[config.mk]
export PLATFORM = sky130hd
export DESIGN_NAME = playfair_decipher_core
export DESIGN_NICKNAME = d
export VERILOG_FILES = /design/src/pfd_pkg.sv /design/src/pfd_ram.sv /design/src/pfd_ctrl.sv /design/src/pfd_datapath.sv /design/src/playfair_decipher_core.sv
export SDC_FILE = /design/constraint.sdc
export NUM_CORES = 1
export LEC_CHECK = 0
export BUFFER_PORTS_ARGS = -buffer_cell sky130_fd_sc_hd__buf_2
export CORE_MARGIN = 3
export CORE_UTILIZATION = 60
export DETAILED_ROUTE_END_ITERATION = 16
export PLACE_DENSITY = 0.74
export SLEW_MARGIN = 20
export SYNTH_ARGS = -nofsm -noshare
export SYNTH_HDL_FRONTEND = slang
export SYNTH_SLANG_ARGS = --single-unit
[constraint.sdc]
create_clock -name aclk -period 5.8 [get_ports aclk]
set_clock_uncertainty 0.2 [all_clocks]
set_input_delay 1.16 -clock aclk [delete_from_list [all_inputs] [get_ports aclk]]
set_output_delay 1.16 -clock aclk [all_outputs]
set_load 0.02 [all_outputs]
[src/pfd_pkg.sv]
`default_nettype none

package pfd_pkg;

    localparam int SIDE    = 5;
    localparam int CELLS   = SIDE * SIDE;
    localparam int LETTERS = 26;
    localparam int LETTER_W = 5;
    localparam int CELL_W  = $clog2(CELLS);
    localparam int RC_W    = $clog2(SIDE);

    typedef logic [LETTER_W-1:0] letter_t;
    typedef logic [CELL_W-1:0]   cell_t;
    typedef logic [RC_W-1:0]     rc_t;
    typedef logic [LETTERS-1:0]  used_t;

    localparam letter_t CODE_A = letter_t'(0);
    localparam letter_t CODE_I = letter_t'(8);
    localparam letter_t CODE_J = letter_t'(9);
    localparam letter_t CODE_LAST = letter_t'(LETTERS - 1);

    typedef enum logic [1:0] {
        MODE_KEY    = 2'd0,
        MODE_FINISH = 2'd1,
        MODE_PAIR   = 2'd2
    } mode_t;

    typedef enum logic [2:0] {
        ST_IDLE,
        ST_FILL,
        ST_LOOKUP,
        ST_FETCH,
        ST_REPLY
    } state_t;

    typedef struct packed {
        logic [1:0] mode;
        letter_t    letter_a;
        letter_t    letter_b;
    } in_t;

    typedef struct packed {
        letter_t plain_a;
        letter_t plain_b;
        logic    status;
    } out_t;

    typedef struct packed {
        logic key_load;
        logic fill_start;
        logic fill_step;
        logic pair_start;
        logic lookup;
        logic out_load;
    } cmd_t;

    typedef struct packed {
        logic complete;
        logic scan_last;
        logic out_free;
    } stat_t;

    typedef struct packed {
        rc_t row;
        rc_t col;
    } pos_t;

    function automatic pos_t split_cell(cell_t p);
        pos_t q;
        q.row = '0;
        for (int r = 1; r < SIDE; r++) begin
            if (p >= cell_t'(r * SIDE)) begin
                q.row = rc_t'(r);
            end
        end
        q.col = rc_t'(p - cell_t'(q.row) * cell_t'(SIDE));
        return q;
    endfunction

    function automatic cell_t join_cell(rc_t row, rc_t col);
        return cell_t'(cell_t'(row) * cell_t'(SIDE) + cell_t'(col));
    endfunction

    function automatic rc_t prev_rc(rc_t x);
        return (x == '0) ? rc_t'(SIDE - 1) : rc_t'(x - rc_t'(1));
    endfunction

endpackage

`default_nettype wire

[src/pfd_ram.sv]
`default_nettype none

module pfd_ram #(
    parameter int WIDTH = 5,
    parameter int DEPTH = 25
) (
    input  wire logic                     aclk,
    input  wire logic                     we,
    input  wire logic [$clog2(DEPTH)-1:0] waddr,
    input  wire logic [WIDTH-1:0]         wdata,
    input  wire logic [$clog2(DEPTH)-1:0] raddr_a,
    input  wire logic [$clog2(DEPTH)-1:0] raddr_b,
    output logic      [WIDTH-1:0]         rdata_a,
    output logic      [WIDTH-1:0]         rdata_b
);

    logic [WIDTH-1:0] mem [DEPTH];

    always_ff @(posedge aclk) begin
        if (we) begin
            mem[waddr] <= wdata;
        end
        rdata_a <= mem[raddr_a];
        rdata_b <= mem[raddr_b];
    end

endmodule

`default_nettype wire

[src/pfd_ctrl.sv]
`default_nettype none

module pfd_ctrl (
    input  wire logic          aclk,
    input  wire logic          aresetn,
    input  wire logic          s_valid,
    input  wire logic [1:0]    mode,
    input  wire pfd_pkg::stat_t stat,
    output logic               s_ready,
    output pfd_pkg::cmd_t      cmd
);

    pfd_pkg::state_t state_reg, state_next;

    always_ff @(posedge aclk) begin
        if (!aresetn) begin
            state_reg <= pfd_pkg::ST_IDLE;
        end else begin
            state_reg <= state_next;
        end
    end

    always_comb begin
        state_next = state_reg;
        s_ready    = 1'b0;
        cmd        = '0;
        unique case (state_reg)
            pfd_pkg::ST_IDLE: begin
                s_ready = 1'b1;
                if (s_valid) begin
                    unique case (mode)
                        pfd_pkg::MODE_KEY: begin
                            cmd.key_load = 1'b1;
                        end
                        pfd_pkg::MODE_FINISH: begin
                            if (!stat.complete) begin
                                cmd.fill_start = 1'b1;
                                state_next     = pfd_pkg::ST_FILL;
                            end
                        end
                        pfd_pkg::MODE_PAIR: begin
                            cmd.pair_start = 1'b1;
                            state_next = stat.complete ? pfd_pkg::ST_LOOKUP
                                                       : pfd_pkg::ST_REPLY;
                        end
                        default: begin
                        end
                    endcase
                end
            end
            pfd_pkg::ST_FILL: begin
                cmd.fill_step = 1'b1;
                if (stat.scan_last) begin
                    state_next = pfd_pkg::ST_IDLE;
                end
            end
            pfd_pkg::ST_LOOKUP: begin
                cmd.lookup = 1'b1;
                state_next = pfd_pkg::ST_FETCH;
            end
            pfd_pkg::ST_FETCH: begin
                state_next = pfd_pkg::ST_REPLY;
            end
            pfd_pkg::ST_REPLY: begin
                if (stat.out_free) begin
                    cmd.out_load = 1'b1;
                    state_next   = pfd_pkg::ST_IDLE;
                end
            end
            default: begin
                state_next = pfd_pkg::ST_IDLE;
            end
        endcase
    end

endmodule

`default_nettype wire

[src/pfd_datapath.sv]
`default_nettype none

module pfd_datapath (
    input  wire logic           aclk,
    input  wire logic           aresetn,
    input  wire pfd_pkg::in_t   s_data,
    input  wire logic           m_ready,
    input  wire pfd_pkg::cmd_t  cmd,
    output pfd_pkg::stat_t      stat,
    output logic                m_valid,
    output pfd_pkg::out_t       m_data
);

    pfd_pkg::used_t   used_reg, used_next;
    pfd_pkg::cell_t   fill_reg, fill_next;
    logic             complete_reg, complete_next;
    pfd_pkg::letter_t scan_reg, scan_next;
    logic             nc_reg, a_big_reg, b_big_reg;
    pfd_pkg::cell_t   sqa_reg, sqb_reg;
    pfd_pkg::out_t    out_reg;
    logic             m_valid_reg, m_valid_next;

    pfd_pkg::used_t   eff_used;
    pfd_pkg::cell_t   eff_fill, base_fill;
    logic             key_ok, scan_ok, place, we;
    pfd_pkg::letter_t code;
    pfd_pkg::letter_t pos_raddr_a, pos_raddr_b;
    pfd_pkg::cell_t   pos_rd_a, pos_rd_b;
    pfd_pkg::letter_t sq_rd_a, sq_rd_b;
    pfd_pkg::cell_t   pa, pb, oa, ob;
    pfd_pkg::pos_t    qa, qb;

    function automatic pfd_pkg::letter_t map_letter(pfd_pkg::letter_t l);
        pfd_pkg::letter_t m;
        m = l;
        if (l == pfd_pkg::CODE_J) begin
            m = pfd_pkg::CODE_I;
        end else if (l > pfd_pkg::CODE_LAST) begin
            m = pfd_pkg::CODE_A;
        end
        return m;
    endfunction

    // square build
    always_comb begin
        eff_used  = complete_reg ? '0 : used_reg;
        eff_fill  = complete_reg ? '0 : fill_reg;
        key_ok    = (s_data.letter_a <= pfd_pkg::CODE_LAST)
                    && (s_data.letter_a != pfd_pkg::CODE_J)
                    && !eff_used[map_letter(s_data.letter_a)];
        scan_ok   = (scan_reg != pfd_pkg::CODE_J) && !used_reg[scan_reg];
        place     = (cmd.key_load && key_ok) || (cmd.fill_step && scan_ok);
        code      = cmd.fill_step ? scan_reg : s_data.letter_a;
        base_fill = cmd.key_load ? eff_fill : fill_reg;
        we        = place && (base_fill < pfd_pkg::cell_t'(pfd_pkg::CELLS));

        used_next     = used_reg;
        fill_next     = fill_reg;
        complete_next = complete_reg;
        scan_next     = scan_reg;
        if (cmd.key_load || cmd.fill_step) begin
            used_next = (cmd.key_load ? eff_used : used_reg)
                        | (place ? (pfd_pkg::used_t'(1) << code) : '0);
            fill_next = base_fill + pfd_pkg::cell_t'(we);
        end
        if (cmd.key_load) begin
            complete_next = 1'b0;
        end
        if (cmd.fill_step && stat.scan_last) begin
            complete_next = 1'b1;
        end
        if (cmd.fill_start) begin
            scan_next = pfd_pkg::CODE_A;
        end else if (cmd.fill_step) begin
            scan_next = scan_reg + pfd_pkg::letter_t'(1);
        end
    end

    // pair lookup
    always_comb begin
        pos_raddr_a = map_letter(s_data.letter_a);
        pos_raddr_b = map_letter(s_data.letter_b);
        pa = a_big_reg ? '0 : pos_rd_a;
        pb = b_big_reg ? '0 : pos_rd_b;
        qa = pfd_pkg::split_cell(pa);
        qb = pfd_pkg::split_cell(pb);
        if (qa.row == qb.row) begin
            oa = pfd_pkg::join_cell(qa.row, pfd_pkg::prev_rc(qa.col));
            ob = pfd_pkg::join_cell(qb.row, pfd_pkg::prev_rc(qb.col));
        end else if (qa.col == qb.col) begin
            oa = pfd_pkg::join_cell(pfd_pkg::prev_rc(qa.row), qa.col);
            ob = pfd_pkg::join_cell(pfd_pkg::prev_rc(qb.row), qb.col);
        end else begin
            oa = pfd_pkg::join_cell(qa.row, qb.col);
            ob = pfd_pkg::join_cell(qb.row, qa.col);
        end
    end

    always_comb begin
        m_valid_next = m_valid_reg;
        if (cmd.out_load) begin
            m_valid_next = 1'b1;
        end else if (m_ready) begin
            m_valid_next = 1'b0;
        end
    end

    always_ff @(posedge aclk) begin
        if (!aresetn) begin
            used_reg     <= '0;
            fill_reg     <= '0;
            complete_reg <= 1'b0;
            m_valid_reg  <= 1'b0;
        end else begin
            used_reg     <= used_next;
            fill_reg     <= fill_next;
            complete_reg <= complete_next;
            m_valid_reg  <= m_valid_next;
        end
    end

    always_ff @(posedge aclk) begin
        scan_reg <= scan_next;
        if (cmd.pair_start) begin
            nc_reg    <= !complete_reg;
            a_big_reg <= s_data.letter_a > pfd_pkg::CODE_LAST;
            b_big_reg <= s_data.letter_b > pfd_pkg::CODE_LAST;
        end
        if (cmd.lookup) begin
            sqa_reg <= oa;
            sqb_reg <= ob;
        end
        if (cmd.out_load) begin
            if (nc_reg) begin
                out_reg <= '{plain_a: '0, plain_b: '0, status: 1'b1};
            end else begin
                out_reg <= '{plain_a: sq_rd_a, plain_b: sq_rd_b, status: 1'b0};
            end
        end
    end

    // letter to cell
    pfd_ram #(
        .WIDTH (pfd_pkg::CELL_W),
        .DEPTH (pfd_pkg::LETTERS)
    ) u_pos_ram (
        .aclk    (aclk),
        .we      (we),
        .waddr   (code),
        .wdata   (base_fill),
        .raddr_a (pos_raddr_a),
        .raddr_b (pos_raddr_b),
        .rdata_a (pos_rd_a),
        .rdata_b (pos_rd_b)
    );

    // cell to letter
    pfd_ram #(
        .WIDTH (pfd_pkg::LETTER_W),
        .DEPTH (pfd_pkg::CELLS)
    ) u_square_ram (
        .aclk    (aclk),
        .we      (we),
        .waddr   (base_fill),
        .wdata   (code),
        .raddr_a (sqa_reg),
        .raddr_b (sqb_reg),
        .rdata_a (sq_rd_a),
        .rdata_b (sq_rd_b)
    );

    assign stat.complete  = complete_reg;
    assign stat.scan_last = (scan_reg == pfd_pkg::CODE_LAST);
    assign stat.out_free  = !m_valid_reg || m_ready;
    assign m_valid        = m_valid_reg;
    assign m_data         = out_reg;

endmodule

`default_nettype wire

[src/playfair_decipher_core.sv]
// Playfair decipher with a 5x5 letter square (A=0..Z=25, J shares the cell of I).
// A key letter beat leaves the core idle and ready. A finish beat on an unfinished
// square scans the alphabet once, one letter a cycle, and the core is busy until
// the scan ends; a finish beat on a finished square does nothing. A pair beat
// goes through two registered-read lookups in turn, first a letter-to-cell table
// and then the square itself, and its result is loaded into the output register
// in the reply state once that register is free (no result held, or m_ready
// high); the next beat is taken after that load. A pair sent before the square
// is finished skips the lookups, goes straight to the reply state and returns
// status 1 with zero letters. Both tables are small two-read-port RAMs written as
// each letter is placed; there is no clearing pass after reset. Only pair beats
// produce a result beat.
`default_nettype none

module playfair_decipher_core (
    input  wire logic          aclk,
    input  wire logic          aresetn,
    input  wire logic          s_valid,
    output logic               s_ready,
    input  wire pfd_pkg::in_t  s_data,
    output logic               m_valid,
    input  wire logic          m_ready,
    output pfd_pkg::out_t      m_data
);

    pfd_pkg::cmd_t  cmd;
    pfd_pkg::stat_t stat;

    pfd_ctrl u_ctrl (
        .aclk    (aclk),
        .aresetn (aresetn),
        .s_valid (s_valid),
        .mode    (s_data.mode),
        .stat    (stat),
        .s_ready (s_ready),
        .cmd     (cmd)
    );

    pfd_datapath u_datapath (
        .aclk    (aclk),
        .aresetn (aresetn),
        .s_data  (s_data),
        .m_ready (m_ready),
        .cmd     (cmd),
        .stat    (stat),
        .m_valid (m_valid),
        .m_data  (m_data)
    );

endmodule

`default_nettype wire

==> summary.txt <==
Outcome
  – Status: finished clean

Synthesis
  – Netlist cell types: 70
  – Yosys reg bits: 340
  – Number of synthesized flops with an enable pin: 279
  – Ys flop type: edfxtp_1
  – Count leader, synth: edfxtp_1
  – Area leader, netlist: edfxtp_1
  – Synthesized area: 17,300 sq um
  – Ys async rst share: 0%
  – Synth top area cells: edfxtp_1 (48%), mux4_2 (14%), dfxtp_1 (7.1%), nand2_1 (3.0%), mux2i_1 (2.9%)
  – Post-synth top cells: edfxtp_1 (279), nand2_1 (140), mux4_2 (107)
  – Yosys Warn Count: 0
  – Synth Area per Inst: around 13 sq um
  – Sequential area share after synthesis: 55.5%
  – Post-Synthesis Cells: 1,294
  – Post-synth top area share: 48.4%

CTS
  – Max Buffers Root-to-Sink: 3
  – CTS tree: yes
  – CTS buffer count: 36
  – Post-CTS Setup Inserts: 0
  – Clk root buf: clkbuf_16
  – H-tree levels: 2
  – Worst-Skew Late Latency: ~0.52 ns
  – Worst-path clk slew: 0.06 ns
  – Post-cts repair resize count: 0
  – Clock sinks: 340
  – Hold_buf cts: 0

Hold path
  – Hold Path Depth: 2
  – Tightest Hold Check Type: reg -> reg
  – Hold path startpoint: u_datapath.used_reg[16]

Worst setup path
  – R2R cell count: 16
  – Crit Reg-Reg Startpoint: u_datapath.u_pos_ram.rdata_b[2]
  – Req. time, crit path: ~6 ns
  – Worst-path maximum fanout: 8
  – Cell family with most CP delay: compound AO/OA/AOI/OAI gates
  – Startpoint types: flip-flop
  – CP arrival: 4.49 ns
  – Slowest Stage Delay on Critical Path: around 0.58 ns
  – Buf/Inv on CP: 1
  – Worst Setup SP: u_datapath.u_pos_ram.rdata_b[2]
  – Cell mode on critical path: xnor2_1
  – Setup Crit Path Kind: reg -> reg
  – Crit-path cells: o211ai_1, a31oi_1, nand2_1, inv_1, ha_1, fa_1, xnor2_1, xnor2_1, ha_1, ha_1, a21o_1, a21oi_1, xnor2_1, xnor2_1, mux2i_1, a21oi_1
  – Endpoint class of the critical path: flip-flop
  – Crit path depth: 16
  – CP max stage cell: a31oi_1

STA
  – Slew margin rel.: 27.3%
  – Total negative slack: 0 ns
  – Pins Over Slew Limit: 0
  – Max Freq: 0.225 GHz
  – Final hold viol count: 0
  – RSZ-0062 raised after global routing: no
  – Final setup violation count: 0
  – Final worst-path setup slack: 1.35 ns
  – Tcrit/Tclk final: 76.8%
  – Clock period minus worst slack: 4.45 ns
  – Worst Tran Pin Value: 1.09 ns

Cells and area
  – Share of layout cells above drive strength 1: 20.3%
  – # nets final: 1,365
  – Area of the multi-input gates: 7240 sq um
  – Max FFs per register: 130
  – Inserted Diodes: 0
  – Fillers: just over 2,000
  – Storage cell area: between 9000 and 10,000 sq um
  – Area grow syn2layout: 10.1%

Pwr
  – VDD IR max: 281 uV
  – Pwr Density: 323 nW/um^2
  – P_leak: 6.55 nW

Detailed routing
  – Initial drt markers: 1,232
  – DRT Pass-1 Iters: 5
  – Routed vias: approximately 11,000
  – Detail Route Antenna Nets: 0
  – Vias per cell: 6.63
  – WL/cell: 24.4 microns
  – Post-route DRC: 0
  – Drt total wl: 41,900 microns

Global routing
  – First-pass GRT wire length: 65,200 microns
  – Vias in the first global route: 11,500
  – Gr ovfl total: 0
  – Antenna violations before repair: 1
  – Largest net degree at the start of global routing: 37
  – Total GRT Usage: 27.4%

Floorplanning
  – Die Span Y: 176 microns
  – Die ar.: 30,900 sq um
  – Die W: 176 microns
  – Rows: between 60 and 70
  – Top Ports: 29
  – Starting Density: just over 60%
  – Core ar.: 28,100 sq um

Job
  – Max Cap Viol: 0

Place
  – Setup Slack @ Placement: 0.977 ns
  – DPL Wire Length: between 20,000 and 30,000 microns
  – Routability cong.: 0.888
  – I/O Buffers: 28
## cells in the final DEF, fill, tap and decap left out, types with 7 or more instances in the layout
| cell type | netlist | final |
|---|---|---|
| edfxtp_1 | 279 | 279 |
| nand2_1 | 140 | 140 |
| mux4_2 | 107 | 107 |
| o21ai_0 | 76 | 76 |
| dfxtp_1 | 61 | 61 |
| nor2_1 | 54 | 54 |
| mux2i_1 | 50 | 50 |
| nor3_1 | 44 | 43 |
| inv_1 | 40 | 40 |
| a21oi_1 | 38 | 38 |
| clkbuf_16 | 0 | 37 |
| mux2_2 | 33 | 33 |
| ha_1 | 31 | 31 |
| buf_2 | 7 | 28 |
| nor2b_1 | 28 | 27 |
| buf_4 | 0 | 25 |
| a31oi_1 | 23 | 23 |
| xnor2_1 | 20 | 20 |
| nand3_1 | 18 | 18 |
| and2_1 | 13 | 13 |
| nand2b_1 | 10 | 10 |
| a211oi_1 | 10 | 10 |
| o22ai_1 | 10 | 10 |
| o211ai_1 | 10 | 10 |
| nand4_1 | 9 | 9 |
| xor2_1 | 9 | 9 |
| fa_1 | 8 | 8 |
| o31ai_1 | 7 | 7 |
## worst reg2reg max path, stage by stage (launching register included)
cell and delay [ns]:
dfxtp_1 0.44, o211ai_1 0.12, a31oi_1 0.58, nand2_1 0.21
inv_1 0.20, ha_1 0.20, fa_1 0.18, xnor2_1 0.11
xnor2_1 0.49, ha_1 0.38, ha_1 0.30, a21o_1 0.15
a21oi_1 0.16, xnor2_1 0.11, xnor2_1 0.14, mux2i_1 0.13
a21oi_1 0.08
## per-stage QoR
step	instance area, sq um	total power [mW]	utilization [%]	instances	hold slack (ns)
final	19000	6.15	67.8	1715	0.282
after global routing	19000	6.38	67.8	1715	0.301
after CTS	19000	6.16	67.8	1715	0.274
after detailed placement	17800	3.77	63.3	1650	0.266
after global placement	17800	3.75	63.3	1650	0.265
after floorplan	17300	3.53	-	1295	0.233
## report_power, final
| group | internal [mW] | leakage [nW] | switching [mW] |
|---|---|---|---|
| Clock | 1.47 | 0.604 | 0.950 |
| Combinational | 0.366 | 2.89 | 0.586 |
| Sequential | 2.71 | 3.06 | 0.0671 |
## metal layers
layer  routed length [microns]  vias up  global-route usage [%]
met2                     20700      605                    46.0
met1                     16200     5598                    36.7
met4                      1400        2                    9.44
met3                      3610      111                    4.60
li1                          -     5048                       -
met5                        13        -                       0
## worst paths after layout
kind                                                end  slack, ns
worst min-delay path            u_datapath.used_reg[16]       0.28
worst min register to register  u_datapath.used_reg[16]       0.28
worst max register to register    u_datapath.sqb_reg[4]       1.35
worst max-delay path              u_datapath.sqb_reg[4]       1.35
## layout make-up
class | instances | area share (%)
sequential | 340 | 50.4
multi-input combinational | 839 | 38.0
clock buffer | 43 | 5.09
tap | 378 | 2.48
timing repair buffer | 53 | 1.72
clock inverter | 22 | 1.51
inverter | 40 | 0.788
## cell families after synthesis
group                      after synthesis  share of synthesized area [%]
AOI/OAI and AO/OA                      238                           8.85
xor gates and xnor gates                29                           1.47
muxes                                  190                           19.0
DFF                                    340                           55.5
and+or+nand+nor                        340                           9.21
other                                    1                         0.0217
buffers and inverters                  116                           2.78
adders and majority gates               40                           3.23
No activity file was read; power rests on OpenSTA's default activity.
